--- src/rtl/ippd_pkg.sv ---
// Package for the IPv4 protocol dispatch table: sizes, codes and transaction types.
// Depends on nothing; every module of the block imports it.
package ippd_pkg;

    localparam int TABLE_ENTRIES = 64;
    localparam int ADDR_W        = (TABLE_ENTRIES > 1) ? $clog2(TABLE_ENTRIES) : 1;
    localparam int CNT_W         = $clog2(TABLE_ENTRIES + 1);

    localparam int QUEUE_DEPTH   = 2;
    localparam int QPTR_W        = (QUEUE_DEPTH > 1) ? $clog2(QUEUE_DEPTH) : 1;
    localparam int QCNT_W        = $clog2(QUEUE_DEPTH + 1);

    localparam int CFG_IDX_W     = 2;

    localparam logic [CFG_IDX_W-1:0] REG_OWN_IP   = 2'd0;
    localparam logic [CFG_IDX_W-1:0] REG_BCAST_IP = 2'd1;

    localparam logic [15:0] HDR_BYTES = 16'd20;
    localparam logic [31:0] BCAST_RESET = 32'hFFFF_FFFF;

    localparam logic MODE_REGISTER = 1'b0;
    localparam logic MODE_CLASSIFY = 1'b1;

    localparam logic [2:0] ST_NEW        = 3'd0;
    localparam logic [2:0] ST_OVERRIDE   = 3'd1;
    localparam logic [2:0] ST_FULL       = 3'd2;
    localparam logic [2:0] ST_DELIVERED  = 3'd3;
    localparam logic [2:0] ST_WRONG_IP   = 3'd4;
    localparam logic [2:0] ST_NO_HANDLER = 3'd5;

    typedef struct packed {
        logic        mode;
        logic [7:0]  protocol;
        logic [7:0]  handler_id;
        logic [31:0] dst_ip;
        logic [31:0] src_ip;
        logic [15:0] total_length;
    } cmd_t;

    typedef struct packed {
        logic [2:0]  status;
        logic [7:0]  out_handler;
        logic [15:0] payload_length;
        logic [31:0] sender_ip;
    } result_t;

    typedef struct packed {
        logic        mode;
        logic        addr_ok;
        logic [7:0]  protocol;
        logic [7:0]  handler_id;
        logic [31:0] src_ip;
        logic [15:0] payload_length;
    } job_t;

    typedef struct packed {
        logic empty;
        logic full;
    } queue_status_t;

    typedef struct packed {
        logic [7:0] protocol;
        logic [7:0] handler;
    } entry_t;

endpackage

--- src/rtl/ippd_front.sv ---
// Front end: address registers, command acceptance and header classification.
// Depends on ippd_pkg; feeds classified jobs into ippd_queue.
module ippd_front (
    input  logic                            clk,
    input  logic                            rst_n,
    input  logic                            start,
    output logic                            busy,
    input  ippd_pkg::cmd_t                  cmd,
    input  logic                            cfg_valid,
    output logic                            cfg_ready,
    input  logic [ippd_pkg::CFG_IDX_W-1:0]  cfg_index,
    input  logic [31:0]                     cfg_data,
    input  ippd_pkg::queue_status_t         q_status,
    output logic                            push,
    output ippd_pkg::job_t                  job
);
    import ippd_pkg::*;

    logic [31:0] own_ip_reg;
    logic [31:0] bcast_ip_reg;

    assign cfg_ready = 1'b1;
    assign busy      = q_status.full;
    assign push      = start && !q_status.full;

    always_ff @(posedge clk or negedge rst_n)
    begin
        if (!rst_n)
        begin
            own_ip_reg   <= '0;
            bcast_ip_reg <= BCAST_RESET;
        end
        else if (cfg_valid && cfg_ready)
        begin
            unique case (cfg_index)
                REG_OWN_IP:   own_ip_reg   <= cfg_data;
                REG_BCAST_IP: bcast_ip_reg <= cfg_data;
                default:      ;
            endcase
        end
    end

    always_comb
    begin
        job.mode       = cmd.mode;
        job.addr_ok    = (cmd.dst_ip == own_ip_reg) || (cmd.dst_ip == bcast_ip_reg);
        job.protocol   = cmd.protocol;
        job.handler_id = cmd.handler_id;
        job.src_ip     = cmd.src_ip;
        if (cmd.total_length >= HDR_BYTES)
            job.payload_length = cmd.total_length - HDR_BYTES;
        else
            job.payload_length = '0;
    end

endmodule

--- src/rtl/ippd_queue.sv ---
// Short job queue between the front end and the table sequencer.
// Depends on ippd_pkg for the job type and depth.
module ippd_queue (
    input  logic                    clk,
    input  logic                    rst_n,
    input  logic                    push,
    input  ippd_pkg::job_t          push_data,
    input  logic                    pop,
    output ippd_pkg::job_t          head,
    output ippd_pkg::queue_status_t q_status
);
    import ippd_pkg::*;

    job_t              slot_reg [QUEUE_DEPTH];
    logic [QPTR_W-1:0] wr_ptr_reg;
    logic [QPTR_W-1:0] rd_ptr_reg;
    logic [QCNT_W-1:0] cnt_reg;
    logic [QCNT_W-1:0] cnt_next;

    assign head           = slot_reg[rd_ptr_reg];
    assign q_status.empty = (cnt_reg == '0);
    assign q_status.full  = (cnt_reg == QCNT_W'(QUEUE_DEPTH));

    always_comb
    begin
        cnt_next = cnt_reg;
        if (push && !pop)
            cnt_next = cnt_reg + 1'b1;
        else if (pop && !push)
            cnt_next = cnt_reg - 1'b1;
    end

    always_ff @(posedge clk or negedge rst_n)
    begin
        if (!rst_n)
        begin
            wr_ptr_reg <= '0;
            rd_ptr_reg <= '0;
            cnt_reg    <= '0;
        end
        else
        begin
            if (push)
                wr_ptr_reg <= wr_ptr_reg + 1'b1;
            if (pop)
                rd_ptr_reg <= rd_ptr_reg + 1'b1;
            cnt_reg <= cnt_next;
        end
    end

    always_ff @(posedge clk)
    begin
        if (push)
            slot_reg[wr_ptr_reg] <= push_data;
    end

endmodule

--- src/rtl/ippd_back.sv ---
// Back end: table memory, fill count and the entry-by-entry scan sequencer.
// Depends on ippd_pkg; takes jobs from ippd_queue and drives the result strobe.
module ippd_back (
    input  logic                    clk,
    input  logic                    rst_n,
    input  ippd_pkg::job_t          head,
    input  ippd_pkg::queue_status_t q_status,
    output logic                    pop,
    output logic                    result_valid,
    output ippd_pkg::result_t       result
);
    import ippd_pkg::*;

    localparam logic S_IDLE = 1'b0;
    localparam logic S_SCAN = 1'b1;

    entry_t            table_mem [TABLE_ENTRIES];
    entry_t            rd_data_reg;

    logic              state_reg;
    job_t              cur_reg;
    logic [CNT_W-1:0]  fill_reg;
    logic [CNT_W-1:0]  scan_idx_reg;
    logic [ADDR_W-1:0] cmp_idx_reg;
    logic              cmp_vld_reg;
    logic              done_reg;
    result_t           result_reg;
    result_t           result_next;

    logic              more;
    logic              hit;
    logic              miss;
    logic              issue;
    logic              direct;
    logic              has_room;
    logic              wr_en;
    logic [ADDR_W-1:0] wr_addr;

    assign more     = (scan_idx_reg < fill_reg);
    assign has_room = (fill_reg < CNT_W'(TABLE_ENTRIES));
    assign hit      = (state_reg == S_SCAN) && cmp_vld_reg
                      && (rd_data_reg.protocol == cur_reg.protocol);
    assign miss     = (state_reg == S_SCAN) && !cmp_vld_reg && !more;
    assign issue    = (state_reg == S_SCAN) && more && !hit;
    assign pop      = (state_reg == S_IDLE) && !q_status.empty;
    assign direct   = pop && (head.mode == MODE_CLASSIFY) && !head.addr_ok;
    assign wr_en    = (cur_reg.mode == MODE_REGISTER) && (hit || (miss && has_room));
    assign wr_addr  = hit ? cmp_idx_reg : fill_reg[ADDR_W-1:0];

    always_comb
    begin
        result_next = '0;
        if (direct)
            result_next.status = ST_WRONG_IP;
        else if (hit)
        begin
            if (cur_reg.mode == MODE_REGISTER)
                result_next.status = ST_OVERRIDE;
            else
            begin
                result_next.status         = ST_DELIVERED;
                result_next.out_handler    = rd_data_reg.handler;
                result_next.payload_length = cur_reg.payload_length;
                result_next.sender_ip      = cur_reg.src_ip;
            end
        end
        else if (cur_reg.mode == MODE_REGISTER)
            result_next.status = has_room ? ST_NEW : ST_FULL;
        else
            result_next.status = ST_NO_HANDLER;
    end

    always_ff @(posedge clk or negedge rst_n)
    begin
        if (!rst_n)
        begin
            state_reg    <= S_IDLE;
            fill_reg     <= '0;
            scan_idx_reg <= '0;
            cmp_vld_reg  <= 1'b0;
            done_reg     <= 1'b0;
        end
        else
        begin
            done_reg <= 1'b0;
            unique case (state_reg)
                S_IDLE:
                begin
                    if (direct)
                        done_reg <= 1'b1;
                    else if (pop)
                    begin
                        state_reg    <= S_SCAN;
                        scan_idx_reg <= '0;
                        cmp_vld_reg  <= 1'b0;
                    end
                end
                S_SCAN:
                begin
                    cmp_vld_reg <= issue;
                    if (issue)
                        scan_idx_reg <= scan_idx_reg + 1'b1;
                    if (hit || miss)
                    begin
                        state_reg   <= S_IDLE;
                        cmp_vld_reg <= 1'b0;
                        done_reg    <= 1'b1;
                        if (miss && wr_en)
                            fill_reg <= fill_reg + 1'b1;
                    end
                end
                default: state_reg <= S_IDLE;
            endcase
        end
    end

    always_ff @(posedge clk)
    begin
        if (pop)
            cur_reg <= head;
        cmp_idx_reg <= scan_idx_reg[ADDR_W-1:0];
        if (direct || hit || miss)
            result_reg <= result_next;
    end

    always_ff @(posedge clk)
    begin
        rd_data_reg <= table_mem[scan_idx_reg[ADDR_W-1:0]];
    end

    always_ff @(posedge clk)
    begin
        if (wr_en)
            table_mem[wr_addr] <= '{protocol: cur_reg.protocol, handler: cur_reg.handler_id};
    end

    assign result_valid = done_reg;
    assign result       = result_reg;

    a_fill_bound: assert property (@(posedge clk) disable iff (!rst_n)
        fill_reg <= CNT_W'(TABLE_ENTRIES))
        else $error("fill count beyond table size");

    a_fill_only_new: assert property (@(posedge clk) disable iff (!rst_n)
        (fill_reg != $past(fill_reg)) |-> (result_valid && result.status == ST_NEW))
        else $error("fill count moved without a new registration");

    a_delivered_after_scan: assert property (@(posedge clk) disable iff (!rst_n)
        (result_valid && result.status == ST_DELIVERED) |-> $past(state_reg == S_SCAN))
        else $error("delivery without a table scan");

    a_no_pop_in_scan: assert property (@(posedge clk) disable iff (!rst_n)
        (state_reg == S_SCAN) |-> !pop)
        else $error("job taken while a scan is running");

endmodule

--- src/rtl/ip_protocol_dispatch_table_core.sv ---
// Top level of the IPv4 protocol dispatch table.
// Depends on ippd_pkg, ippd_front, ippd_queue and ippd_back.
//
// Command channel: a transaction is taken at a rising edge with start high and
// busy low. mode 0 registers handler_id for protocol; mode 1 classifies a
// received header against own_ip / broadcast_ip and the table.
// Config channel: cfg_valid/cfg_ready with cfg_index (0 own_ip, 1 broadcast_ip,
// other indexes ignored) and cfg_data; cfg_ready is always high.
// Results: one per command, in command order, on result for exactly one cycle
// with result_valid high. The receiver cannot stall, so nothing holds results.
// Timing: a two-entry queue parts the front end from the table sequencer; busy
// is high only while that queue is full. The sequencer reads one table entry a
// cycle and serves one command at a time: it takes the next job from the queue
// only when idle, and a protocol match ends the scan early. A wrong-address
// header skips the scan and is answered straight from the idle state.
// Reset: empties the queue, clears the fill count (table empty at once, no
// clearing pass), own_ip to 0 and broadcast_ip to all ones.
module ip_protocol_dispatch_table_core (
    input  logic                            clk,
    input  logic                            rst_n,
    input  logic                            start,
    output logic                            busy,
    input  ippd_pkg::cmd_t                  cmd,
    input  logic                            cfg_valid,
    output logic                            cfg_ready,
    input  logic [ippd_pkg::CFG_IDX_W-1:0]  cfg_index,
    input  logic [31:0]                     cfg_data,
    output logic                            result_valid,
    output ippd_pkg::result_t               result
);
    import ippd_pkg::*;

    logic          push;
    logic          pop;
    job_t          job;
    job_t          head;
    queue_status_t q_status;

    ippd_front u_front (
        .clk       (clk),
        .rst_n     (rst_n),
        .start     (start),
        .busy      (busy),
        .cmd       (cmd),
        .cfg_valid (cfg_valid),
        .cfg_ready (cfg_ready),
        .cfg_index (cfg_index),
        .cfg_data  (cfg_data),
        .q_status  (q_status),
        .push      (push),
        .job       (job)
    );

    ippd_queue u_queue (
        .clk       (clk),
        .rst_n     (rst_n),
        .push      (push),
        .push_data (job),
        .pop       (pop),
        .head      (head),
        .q_status  (q_status)
    );

    ippd_back u_back (
        .clk          (clk),
        .rst_n        (rst_n),
        .head         (head),
        .q_status     (q_status),
        .pop          (pop),
        .result_valid (result_valid),
        .result       (result)
    );

endmodule
--- config.mk ---
export PLATFORM = sky130hd
export DESIGN_NAME = ip_protocol_dispatch_table_core
export DESIGN_NICKNAME = d
export VERILOG_FILES = /design/src/rtl/ippd_pkg.sv /design/src/rtl/ippd_front.sv /design/src/rtl/ippd_queue.sv /design/src/rtl/ippd_back.sv /design/src/rtl/ip_protocol_dispatch_table_core.sv
export SDC_FILE = /design/constraint.sdc
export NUM_CORES = 1
export LEC_CHECK = 0
export ABC_AREA = 1
export BUFFER_PORTS_ARGS = -buffer_cell sky130_fd_sc_hd__buf_2
export CORE_MARGIN = 2
export CORE_UTILIZATION = 45
export CTS_CLUSTER_SIZE = 16
export DETAILED_ROUTE_END_ITERATION = 16
export HOLD_SLACK_MARGIN = 0.12
export SYNTH_ARGS = -nofsm -noshare
export SYNTH_HDL_FRONTEND = slang
export SYNTH_HIERARCHICAL = 1
export SYNTH_SLANG_ARGS = --single-unit
--- constraint.sdc ---
create_clock -name clk -period 8.4 [get_ports clk]
set_input_delay 0.84 -clock clk [delete_from_list [all_inputs] [get_ports clk]]
set_output_delay 0.84 -clock clk [all_outputs]
set_load 0.02 [all_outputs]
==> results.toml <==
[status]
run_status = "finished, final reports clean"

[detailed_routing]
final_antenna_net_count = 0
post_drt_wl_per_cell_um = 22.4
drt_first_pass_iters = 8
drt_first_iter_violations = 3704
drcViolationCount = 0
via_per_inst = 5.46
via_count = 35100
totalWireLength_um = 144000

[hold_path]
hold_path_class = "in2reg"
min-delay-start = "cmd[96]"
timing.hold.worst_endpoint = "u_queue/slot_reg[0][65]"
hold_path_depth = 1

[setup_path]
worst-r2r-cell-count = 11
setup.worst_path.end_class = "register"
critPathLaunchType = "register"
critPathArrivalTime_ps = 4530
rr_endpoint = "u_back/table_mem[27][12]"
critical_path.max_fanout = 199
critical_path.reg2reg.startpoint = "u_back/scan_idx_reg[1]"
worst-r2r-setup-slack_ps = 4330
critical_path_required_ps = 8860
timing.setup.critical_path_class = "reg2reg"

[logic_synthesis]
synth_cell_types = 48
combined_area_of_all_synthesized_cells_um2 = 56100
ys_dominant_reg_cell = "edfxtp_1"
synth-edff-count = 1280
synth_sequential_area_ratio_pct = 73.1
async_reset_ff_share_pct = 6.13
syn_area_per_cell_um2 = 12.5
synth-seq-cells = 1387
postSynthNetCount = 4652
synth_cells = 4506
yosysWarnings = 6

[flow_run]
max_cap_viol_count = 0

[pwr]
p_sw_share_pct = 33.8
p_int_mw = 13.9
power.share.clock_pct = 30.0
peakVddDrop_v = 0.000223
power.switching_mw = 7.10
power.density_cell_area_nw_per_um2 = 332
power.share.combinational_pct = 25.1
static-leakage-power_nw = 22.5
share_seq_of_total_power_pct = 44.9

[die]
io-pin-count = 197
die_h_um = 357
core_area_um2 = 124000
std_cell_rows = 129
die_area_um2 = 128000
floorplan.initialDensity_pct = 45.3
die_w_um = 357

[timing]
timing.max_slew.rel_slack_pct = 24.6
post-route-period-util_pct = 48.5
final-max-slew-violation-count = 0
report.final.hold_viol_count = 0
setup-tns-final_ps = 0
finalWorstPathRequiredPeriod_ps = 4070
max_freq_mhz = 246
setup_ws_ps = 4330
finalClockSkew_ps = 28.3
number_of_setup_violations_in_the_final_report = 0
rsz0062_at_grt = "no"
slew_of_the_pin_with_the_lowest_slew_margin_ps = 1130

[final_layout]
layout_commonest_cell = "edfxtp_1"
fin_cells = 6431
layout-drive-gt1-share_pct = 13.9
area_delta_synth_final_pct = 12.9
largest_register_ffs = 1024
mostFrequentLayoutCells = "edfxtp_1 (1280), nor2_1 (822), o21ai_0 (585)"
final_net_count = 4821

[clocking]
cts_buffers = 148
cts.root.buffer_cell = "clkbuf_16"
cts-resized-gates = 0
clock_sinks = 1387
ctsLongestPathBuffers = 3
clk_transition_reported_paths_ps = 60
latest_clock_arrival_within_the_worst_skew_pair_ps = 780
cts_tree = "built"
cts-hold-fix-buffers = 1
setup_repair_bufs_after_cts = 0
clock_tree.htree_level_count = 4

[grt]
grt.overflow.total = 0
gr-usage-all-layers_pct = 22.5
first_pass_grt_wire_length_um = 214000
grt_antenna_before_repair = 12
grt_pass1_vias = 33800
grt_start_max_net_pins = 200

[place]
dp.final_hpwl_um = 81500
number_of_placed_instances_with_taps_included = 6161
finalWeightedCongestion = 0.920
detailedPlace.worstSlack_ps = 4370
buffer_ports.inserted = 195
[worst max path at each step]
stage	start	end	slack, ps	cells after the start
2_1_floorplan	u_back/state_reg	u_back/result[0]	2610	4
3_3_place_gp	u_back/scan_idx_reg[1]	u_back/table_mem[26][8]	4430	11
3_5_place_dp	u_back/scan_idx_reg[1]	u_back/table_mem[27][14]	4370	11
4_1_cts	u_back/scan_idx_reg[1]	u_back/table_mem[27][12]	4320	11
5_1_grt	u_back/scan_idx_reg[0]	u_back/rd_data_reg[10]	4060	11
6_report	u_back/scan_idx_reg[1]	u_back/table_mem[27][12]	4330	11
[stage by stage]
| step | total power, mW | hold slack, ps | instance area [µm²] | utilization, % |
|---|---|---|---|---|
| after floorplan | 12.8 | 369 | 56100 | - |
| after detailed placement | 14.9 | 491 | 58600 | 47.4 |
| final | 21.0 | 252 | 63400 | 51.2 |
| after global placement | 14.8 | 480 | 58600 | 47.4 |
| after global routing | 22.0 | 221 | 63300 | 51.2 |
| after CTS | 21.2 | 199 | 63300 | 51.2 |
[worst max-delay path, cell delays in order, from the launching register on]
cell     delay [ps]
dfrtp_4         790
buf_12          680
ha_1            280
a21oi_1          70
nand2_1          60
nand2_1          40
nand2_1         120
nand3_2         110
a21oi_4         360
nand3_2         280
nor2_1          520
buf_4           330
[final cells by class]
cell class	count	area, µm²
Timing Repair Buffer	311	1860
Antenna cell	4	10.0
Clock buffer	197	3980
Tap cell	1637	2050
Multi-Input combinational cell	2588	12800
Fill cell	10600	60400
Clock inverter	68	711
Sequential cell	1387	41100
Inverter	239	907
[logic make-up after synthesis]
kind of cell    count (synthesis)  share of synthesized area [%]
flops                        1387                           73.1
simple gates                 1595                           11.4
buf+inv                       531                           4.19
xor+xnor                       66                           1.03
other cells                     1                        0.00668
compound gates                847                           8.42
mux                            68                           1.56
fa+ha+maj                      11                          0.245
[power by group through the flow]
stage          sequential, mW  combinational (mW)  clock (mW)
2_1_floorplan            9.82                2.98           0
6_report                 9.45                5.27        6.32
3_3_place_gp             9.57                5.24           0
5_1_grt                  9.51                5.74        6.72
4_1_cts                  9.45                5.29        6.44
3_5_place_dp             9.58                5.27           0
[routing by layer]
layer | routed length [µm] | global-route usage, % | part of all wire (%)
met1 | 59800 | 30.5 | 41
met2 | 68400 | 36.1 | 47
met3 | 10900 | 4.17 | 7.6
met4 | 5060 | 8.82 | 3.5
met5 | 88 | 0 | 0.061
[synth_stat cells, types with 2 or more instances]
| master | n | area (µm²) |
|---|---|---|
| dfstp_2 | 32 | 841 |
| clkbuf_1 | 131 | 492 |
| o21ai_0 | 585 | 2930 |
| nand3_1 | 163 | 816 |
| nand3_2 | 12 | 120 |
| or2_2 | 4 | 25.0 |
| nor2_2 | 5 | 31.3 |
| inv_1 | 231 | 867 |
| dfrtp_1 | 53 | 1330 |
| nor2_4 | 3 | 33.8 |
| xor2_1 | 11 | 96.3 |
| edfxtp_1 | 1280 | 38400 |
| o221ai_1 | 5 | 43.8 |
| mux2i_1 | 2 | 20.0 |
| buf_2 | 76 | 380 |
| inv_2 | 6 | 22.5 |
| clkinv_1 | 2 | 7.51 |
| dfxtp_1 | 22 | 440 |
| nand2_2 | 2 | 12.5 |
| nor2_1 | 825 | 3100 |
| o22ai_1 | 82 | 513 |
| buf_1 | 18 | 67.6 |
| o21ai_2 | 5 | 43.8 |
| nand2_1 | 554 | 2080 |
| mux2_2 | 36 | 405 |
| a31oi_1 | 4 | 25.0 |
| ha_1 | 11 | 138 |
| nand4_1 | 10 | 62.6 |
| buf_6 | 4 | 45.0 |
| nor3_1 | 2 | 10.0 |
| o211ai_1 | 123 | 923 |
| nand3b_1 | 10 | 75.1 |
| xnor2_1 | 55 | 482 |
| a21oi_1 | 37 | 185 |
| mux2_4 | 30 | 450 |
| buf_4 | 63 | 473 |
(Power assumes the default switching activity.)
